## src/rtl/tbrl_pkg.sv

```systemverilog
`timescale 1ns / 1ps
`default_nettype none

package tbrl_pkg;

    localparam int STAT_WIDTH  = 32;
    localparam int TOKEN_W     = 16;
    localparam int TIME_W      = 32;
    localparam int PROD_W      = TOKEN_W + TIME_W;
    localparam int ADD_STEPS   = TOKEN_W;
    localparam int PER_STEPS   = TIME_W;
    localparam int CNT_W       = $clog2(PER_STEPS);
    localparam int IN_DATA_W   = 16;
    localparam int OUT_DATA_W  = 152;

    localparam logic [TOKEN_W-1:0] MAX_TOKENS_RST = 16'd10;
    localparam logic [TIME_W-1:0]  WINDOW_RST     = 32'd1000;

    typedef enum logic [1:0] {
        MODE_TICK    = 2'd0,
        MODE_ACQUIRE = 2'd1,
        MODE_CLEAR   = 2'd2
    } mode_t;

    typedef enum logic {
        REG_MAX_TOKENS = 1'b0,
        REG_WINDOW_MS  = 1'b1
    } cfg_reg_t;

    typedef enum logic [3:0] {
        ST_IDLE,
        ST_MUL,
        ST_DIV_ADD,
        ST_REFILL,
        ST_TAKE,
        ST_CHECK,
        ST_DIV_PER,
        ST_WAIT,
        ST_DONE
    } state_t;

endpackage

`default_nettype wire

```

## src/rtl/token_bucket_rate_limiter.sv

```systemverilog
// Each accepted beat walks the states: tick, clear and unused items go via ST_CHECK to ST_DONE,
// an acquire after a whole window via ST_TAKE and ST_CHECK, one that needs the refill division
// via ST_MUL, ST_DIV_ADD, ST_REFILL, ST_TAKE and ST_CHECK; an empty bucket adds the wait
// division (ST_DIV_PER, ST_WAIT). The shared restoring divider gives one quotient bit a cycle.
// One item at a time (s_tready only in ST_IDLE); ST_DONE holds while a result waits for m_tready.
// Reset (rst_n low, asynchronous): 10 tokens, window 1000 ms, elapsed and statistics cleared.
`timescale 1ns / 1ps
`default_nettype none

module token_bucket_rate_limiter
(
    input  wire logic                             clk,
    input  wire logic                             rst_n,
    input  wire logic                             s_tvalid,
    output logic                                  s_tready,
    input  wire logic [tbrl_pkg::IN_DATA_W-1:0]   s_tdata,   // [15:0] ticks
    input  wire logic [1:0]                       s_tuser,   // [1:0] mode
    output logic                                  m_tvalid,
    input  wire logic                             m_tready,
    // [0] granted, [16:1] tokens_left, [48:17] wait_ms, [80:49] total_count,
    // [112:81] allowed_count, [144:113] denied_count, [151:145] zero
    output logic [tbrl_pkg::OUT_DATA_W-1:0]       m_tdata,
    input  wire logic                             cfg_valid,
    output logic                                  cfg_ready,
    input  wire logic                             cfg_index,
    input  wire logic [31:0]                      cfg_data
);

    localparam int TW = tbrl_pkg::TOKEN_W;
    localparam int EW = tbrl_pkg::TIME_W;
    localparam int SW = tbrl_pkg::STAT_WIDTH;

    tbrl_pkg::state_t state_reg, state_next;

    logic [TW-1:0] max_tokens_reg;
    logic [EW-1:0] window_reg;
    logic [TW-1:0] tokens_reg, tokens_next;
    logic [EW-1:0] elapsed_reg, elapsed_next;
    logic [SW-1:0] attempts_reg, attempts_next;
    logic [SW-1:0] grants_reg, grants_next;
    logic [SW-1:0] denials_reg, denials_next;
    logic          granted_reg, granted_next;
    logic [EW-1:0] wait_reg, wait_next;

    // Shared restoring divider.
    logic [EW-1:0]                  rem_reg, rem_next;
    logic [EW-1:0]                  quo_reg, quo_next;
    logic [EW-1:0]                  den_reg, den_next;
    logic [tbrl_pkg::CNT_W-1:0]     cnt_reg, cnt_next;

    logic [tbrl_pkg::OUT_DATA_W-1:0] out_data_reg, out_data_next;
    logic                            out_valid_reg, out_valid_next;

    logic [EW:0]               rem_shift;
    logic                      quo_bit;
    logic [EW:0]               rem_diff;
    logic [EW-1:0]             rem_step;
    logic [EW-1:0]             quo_step;
    logic [tbrl_pkg::PROD_W-1:0] product;
    logic [EW:0]               elapsed_sum;
    logic [TW:0]               token_sum;

    assign rem_shift = {rem_reg, quo_reg[EW-1]};
    assign rem_diff  = rem_shift - {1'b0, den_reg};
    assign quo_bit   = (rem_shift >= {1'b0, den_reg});
    assign rem_step  = quo_bit ? rem_diff[EW-1:0] : rem_shift[EW-1:0];
    assign quo_step  = {quo_reg[EW-2:0], quo_bit};

    assign product     = elapsed_reg * max_tokens_reg;
    assign elapsed_sum = {1'b0, elapsed_reg} + (EW+1)'(s_tdata[15:0]);
    assign token_sum   = {1'b0, tokens_reg} + {1'b0, quo_reg[TW-1:0]};

    assign s_tready  = (state_reg == tbrl_pkg::ST_IDLE);
    assign cfg_ready = 1'b1;
    assign m_tvalid  = out_valid_reg;
    assign m_tdata   = out_data_reg;

    always_ff @(posedge clk or negedge rst_n)
    begin
        if (!rst_n)
        begin
            max_tokens_reg <= tbrl_pkg::MAX_TOKENS_RST;
            window_reg     <= tbrl_pkg::WINDOW_RST;
        end
        else if (cfg_valid && cfg_ready)
        begin
            case (tbrl_pkg::cfg_reg_t'(cfg_index))
                tbrl_pkg::REG_MAX_TOKENS: max_tokens_reg <= cfg_data[TW-1:0];
                tbrl_pkg::REG_WINDOW_MS:  window_reg     <= cfg_data[EW-1:0];
                default: ;
            endcase
        end
    end

    always_ff @(posedge clk or negedge rst_n)
    begin
        if (!rst_n)
        begin
            state_reg     <= tbrl_pkg::ST_IDLE;
            tokens_reg    <= tbrl_pkg::MAX_TOKENS_RST;
            elapsed_reg   <= '0;
            attempts_reg  <= '0;
            grants_reg    <= '0;
            denials_reg   <= '0;
            out_valid_reg <= 1'b0;
        end
        else
        begin
            state_reg     <= state_next;
            tokens_reg    <= tokens_next;
            elapsed_reg   <= elapsed_next;
            attempts_reg  <= attempts_next;
            grants_reg    <= grants_next;
            denials_reg   <= denials_next;
            out_valid_reg <= out_valid_next;
        end
    end

    always_ff @(posedge clk)
    begin
        granted_reg  <= granted_next;
        wait_reg     <= wait_next;
        rem_reg      <= rem_next;
        quo_reg      <= quo_next;
        den_reg      <= den_next;
        cnt_reg      <= cnt_next;
        out_data_reg <= out_data_next;
    end

    always_comb
    begin
        state_next     = state_reg;
        tokens_next    = tokens_reg;
        elapsed_next   = elapsed_reg;
        attempts_next  = attempts_reg;
        grants_next    = grants_reg;
        denials_next   = denials_reg;
        granted_next   = granted_reg;
        wait_next      = wait_reg;
        rem_next       = rem_reg;
        quo_next       = quo_reg;
        den_next       = den_reg;
        cnt_next       = cnt_reg;
        out_data_next  = out_data_reg;
        out_valid_next = out_valid_reg;

        if (out_valid_reg && m_tready)
        begin
            out_valid_next = 1'b0;
        end

        case (state_reg)
            tbrl_pkg::ST_IDLE:
            begin
                if (s_tvalid)
                begin
                    granted_next = 1'b0;
                    state_next   = tbrl_pkg::ST_CHECK;
                    case (tbrl_pkg::mode_t'(s_tuser))
                        tbrl_pkg::MODE_TICK:
                        begin
                            elapsed_next = elapsed_sum[EW] ? '1 : elapsed_sum[EW-1:0];
                        end
                        tbrl_pkg::MODE_ACQUIRE:
                        begin
                            attempts_next = attempts_reg + SW'(1);
                            if (elapsed_reg >= window_reg)
                            begin
                                tokens_next  = max_tokens_reg;
                                elapsed_next = '0;
                                state_next   = tbrl_pkg::ST_TAKE;
                            end
                            else
                            begin
                                state_next = tbrl_pkg::ST_MUL;
                            end
                        end
                        tbrl_pkg::MODE_CLEAR:
                        begin
                            attempts_next = '0;
                            grants_next   = '0;
                            denials_next  = '0;
                        end
                        default: ;
                    endcase
                end
            end

            tbrl_pkg::ST_MUL:
            begin
                // Elapsed is below the window, so the upper part of the product is
                // already below the divisor and only the low token bits need steps.
                rem_next   = product[tbrl_pkg::PROD_W-1:TW];
                quo_next   = {product[TW-1:0], {(EW-TW){1'b0}}};
                den_next   = window_reg;
                cnt_next   = tbrl_pkg::CNT_W'(tbrl_pkg::ADD_STEPS - 1);
                state_next = tbrl_pkg::ST_DIV_ADD;
            end

            tbrl_pkg::ST_DIV_ADD:
            begin
                rem_next = rem_step;
                quo_next = quo_step;
                cnt_next = cnt_reg - tbrl_pkg::CNT_W'(1);
                if (cnt_reg == '0)
                begin
                    state_next = tbrl_pkg::ST_REFILL;
                end
            end

            tbrl_pkg::ST_REFILL:
            begin
                if (quo_reg[TW-1:0] != '0)
                begin
                    tokens_next  = (token_sum < {1'b0, max_tokens_reg}) ? token_sum[TW-1:0]
                                                                        : max_tokens_reg;
                    elapsed_next = '0;
                end
                state_next = tbrl_pkg::ST_TAKE;
            end

            tbrl_pkg::ST_TAKE:
            begin
                if (tokens_reg != '0)
                begin
                    tokens_next  = tokens_reg - TW'(1);
                    grants_next  = grants_reg + SW'(1);
                    granted_next = 1'b1;
                end
                else
                begin
                    denials_next = denials_reg + SW'(1);
                end
                state_next = tbrl_pkg::ST_CHECK;
            end

            tbrl_pkg::ST_CHECK:
            begin
                if (tokens_reg != '0)
                begin
                    wait_next  = '0;
                    state_next = tbrl_pkg::ST_DONE;
                end
                else
                begin
                    // A zero capacity divides to all ones, which is the intended period.
                    rem_next   = '0;
                    quo_next   = window_reg;
                    den_next   = EW'(max_tokens_reg);
                    cnt_next   = tbrl_pkg::CNT_W'(tbrl_pkg::PER_STEPS - 1);
                    state_next = tbrl_pkg::ST_DIV_PER;
                end
            end

            tbrl_pkg::ST_DIV_PER:
            begin
                rem_next = rem_step;
                quo_next = quo_step;
                cnt_next = cnt_reg - tbrl_pkg::CNT_W'(1);
                if (cnt_reg == '0)
                begin
                    state_next = tbrl_pkg::ST_WAIT;
                end
            end

            tbrl_pkg::ST_WAIT:
            begin
                wait_next  = (elapsed_reg < quo_reg) ? (quo_reg - elapsed_reg) : '0;
                state_next = tbrl_pkg::ST_DONE;
            end

            tbrl_pkg::ST_DONE:
            begin
                // The previous result must have left before this one is loaded.
                if (!out_valid_reg || m_tready)
                begin
                    out_data_next  = {7'd0,
                                      32'(denials_reg),
                                      32'(grants_reg),
                                      32'(attempts_reg),
                                      wait_reg,
                                      tokens_reg,
                                      granted_reg};
                    out_valid_next = 1'b1;
                    state_next     = tbrl_pkg::ST_IDLE;
                end
            end

            default:
            begin
                state_next = tbrl_pkg::ST_IDLE;
            end
        endcase
    end

endmodule

`default_nettype wire

```

## config.mk

```make
export PLATFORM = sky130hd
export DESIGN_NAME = token_bucket_rate_limiter
export DESIGN_NICKNAME = d
export VERILOG_FILES = /design/src/rtl/tbrl_pkg.sv /design/src/rtl/token_bucket_rate_limiter.sv
export SDC_FILE = /design/constraint.sdc
export NUM_CORES = 2
export LEC_CHECK = 0
export CORE_MARGIN = 5
export CORE_UTILIZATION = 60
export CTS_CLUSTER_SIZE = 24
export DETAILED_ROUTE_END_ITERATION = 10
export DONT_BUFFER_PORTS = 1
export PLACE_DENSITY = 0.79
export SKIP_LAST_GASP = 1
export SYNTH_ARGS = -nofsm -noshare
export SYNTH_HDL_FRONTEND = slang
export SYNTH_SLANG_ARGS = --single-unit
```

## constraint.sdc

```tcl
create_clock -name clk -period 8.4 [get_ports clk]
set_input_delay 0.84 -clock clk [delete_from_list [all_inputs] [get_ports clk]]
set_output_delay 0.84 -clock clk [all_outputs]
set_load 0.01 [all_outputs]
```

==> summary.md <==
| Metric | Value |
|---|---|
| Switch share | 49.7% |
| HPWL after DPL | approximately 93000 um |
| Max cap viols | 0 |
| Worst setup margin | around 630 ps |
| Placeable Area | 67400 um2 |
| Max_slew headroom | between 10% and 20% |
| Total clock buffers created by CTS | between 40 and 50 |
| Final worst path period share | 92.5% |
| Postcts setup bufs | 0 |
| Clock tree sinks | 476 |
| Seq cells post-synth | about 480 |
| Adder-cell area share of the yosys netlist | between 20% and 30% |
| Rows | 95 |
| Pwr dens | around 370 nW/um2 |
| Clock Path Buffers | 3 |
| Max FFs per register | ~150 |
| Max Slew Vio Count | 0 |
| H-tree depth | 2 |
| Setup TNS | 0 ps |
| Final-stage net count | roughly 5000 |
| Vias | around 32000 |
| Post-route DRC | 0 |
| Final Total Pwr | roughly 16 mW |
| Seq/Total Area, Yosys | 32.5% |
| Largest net degree at the start of global routing | approximately 190 |
| Largest family of logic cells by synthesized area | adder cells |
| Asr flop ratio synth | approximately 41% |
| Avg WL per Cell | about 23 um |
| CP arrival | 8100 ps |
| Routed Antenna Nets | 0 |
| Buffers on Ports | 0 |
| Share of cells above drive strength 1 | under 10% |
| ANT cells | 0 |
| Reg power frac | 23.2% |
| M3 GR Usage | around 7.3% |
| Initial antenna violation count | 6 |
| Post-synth EDFFs | approximately 280 |
| First-pass GRT wire length | 183000 um |
| Final hold viol count | 0 |
| TritonCTS clock tree | yes |
| Worst min-delay path class | input port to asynchronous set/reset pin |
| Root Buffer | clkbuf_16 |
| Syn Inst Count | 4300 |
| Total wire length | 119000 um |
| Fin crit period | ~7800 ps |
| Starting DRT DRC Count | around 3700 |
| Post-synth design cell area | around 41000 um2 |
| Clock Latency Late Sink | approximately 600 ps |
| Worst-path fanout max | 13 |
| Leak | between 15 and 20 nW |
| Via density per instance | roughly 6 |
| Peak supply drop | 0.325 mV |
| Pre-CTS WS | around 570 ps |
| Status | complete, no violations |
| Ports | ~210 |
| CTS clk-pin slew, worst paths | 70 ps |
| Ys flop type | edfxtp_1 |
| Setup violations, final | 0 |
| Die ar. | 73600 um2 |
| Post-synthesis mux area share | 1.31% |
| Pint | between 8 and 9 mW |
| Die H | around 270 um |
| RSZ-0062 raised after global routing | false |
| CP endpoint kind | register |
| Drt first pass iters | 7 |
| Cell variety after synth | slightly below 90 |
| Synth Area in Simple Gates | between 10% and 20% |
| Number of global-route vias before repair | around 32000 |
| YS warnings | 0 |
| F_max | ~130 MHz |
| Met2 Track Usage GR | approximately half |
| Worst-margin pin slew | about 1200 ps |
| Power share of the clock group | around 14% |
| WS Path Type | register to register |
| Post-synthesis xor/xnor area fraction | ~4.3% |
| Startpoint Class | register |
| Worst EP required | 8730 ps |
| All-Layer GR Usage | a little under a third |
| Clock Skew | around 21 ps |
| Commonest non-fill, non-tap cells in the layout | inv_1, nand2_1, nor2_1 |
| NetSw | ~8.1 mW |
| Comb pwr share | 63.1% |
| Placer Congestion | about 1.0 |
| Met1 usage | a little over two fifths |
| Synth Area in Compound Gates | 11.0% |
| Syn_area_per_cell | between 9 and 10 um2 |
| Total gr overflow | 0 |
| Busiest layer in global routing | met2 |
| Initial core utilization | approximately 61% |
| Commonest non-fill, non-tap cell in the layout | inv_1 |
| Chip width | roughly 270 um |
| Area Growth Syn to Fin | 6.90% |
critical path, stage by stage (launching register included):
cell and delay, ps:
dfrtp_1 760, buf_4 340, nand2_1 110, fa_1 530, inv_1 50, fa_1 500, fa_1 540, fa_1 530
fa_1 560, inv_1 60, fa_1 550, inv_1 50, ha_1 360, nand2_1 100, nor3_1 310, nand3_1 150
a2111oi_0 670, or3_1 370, a21oi_1 190, and2_1 240, o21ai_0 230, xnor2_1 180, o211ai_1 100
what timing repair did:
action,CTS,global route
endpoints found under the setup margin,0,1
hold endpoints to repair,187,0
hold buffers,1,0
resized for setup,0,1
layout make-up:
cell class / instances / area (um2)
multi-input cells: 3017 / 24600
clock buffers: 71 / 1500
inverters: 620 / 2330
repair buffers: 93 / 731
clock inverters: 19 / 196
fillers: 5265 / 23600
well taps: 873 / 1090
flip-flops and latches: 476 / 13300
cell families (layout without fill, tap and decap cells):
group,Yosys count,count (layout)
flops,476,476
buf+inv,813,803
mux,49,49
xor+xnor,200,200
simple gates,1332,1332
other cells,2,8
fa+ha+maj,694,694
compound gates,734,734
metrics by stage:
step | util, % | instances | hold slack, ps | instance area [um2]
after detailed placement | 62.4 | 5078 | 405 | 42100
final | 65.0 | 5169 | 106 | 43800
after global placement | 62.4 | 5078 | 402 | 42100
after floorplan | - | 4306 | 400 | 41000
after global routing | 65.0 | 5169 | 83.9 | 43800
after CTS | 65.0 | 5169 | 85.3 | 43800
path summary, 6_finish.rpt:
path / slack, ps / end / cells past startpoint / startpoint
setup / recovery: 630 / rem_reg[26]$_DFFE_PP_ / 22 / max_tokens_reg[10]$_DFFE_PN0P_
hold / removal: 110 / max_tokens_reg[1]$_DFFE_PN1P_ / 0 / rst_n
setup reg to reg: 630 / rem_reg[26]$_DFFE_PP_ / 22 / max_tokens_reg[10]$_DFFE_PN0P_
hold reg to reg: 420 / m_tdata[29]$_DFFE_PP_ / 0 / wait_reg[12]$_SDFFCE_PP0P_
max in group asynchronous: 7280 / max_tokens_reg[6]$_DFFE_PN0P_ / 1 / rst_n
min in group clk: 370 / max_tokens_reg[15]$_DFFE_PN0P_ / 2 / cfg_data[15]
Yosys cell counts (51+ instances only):
cell type / count / area share, %
edfxtp_1: 279 / 20
xor2_1: 114 / 2.4
nand3_1: 64 / 0.78
nor2_1: 466 / 4.3
nand2_1: 517 / 4.7
o21ai_0: 219 / 2.7
fa_1: 422 / 21
clkbuf_1: 161 / 1.5
a21oi_1: 196 / 2.4
ha_1: 272 / 8.3
dfrtp_1: 187 / 11
a21o_1: 77 / 1.4
xnor2_1: 86 / 1.8
inv_1: 602 / 5.5
nand4_1: 51 / 0.78
metal layers:
metal  part of all wire [%]  up-vias
li1                       -    14100
met1                     38    15500
met2                     45     1759
met3                     11      427
met4                    6.6       10
met5                  0.046        -
power by group through the flow:
stage	logic [mW]	clock network [mW]	registers [mW]
after global placement	9.87	0	3.81
after CTS	10.1	2.27	3.78
after floorplan	7.13	0	3.64
after global routing	11.3	2.37	3.84
final	10.3	2.25	3.79
after detailed placement	10.0	0	3.82
No activity file was read; power rests on OpenSTA's default activity.
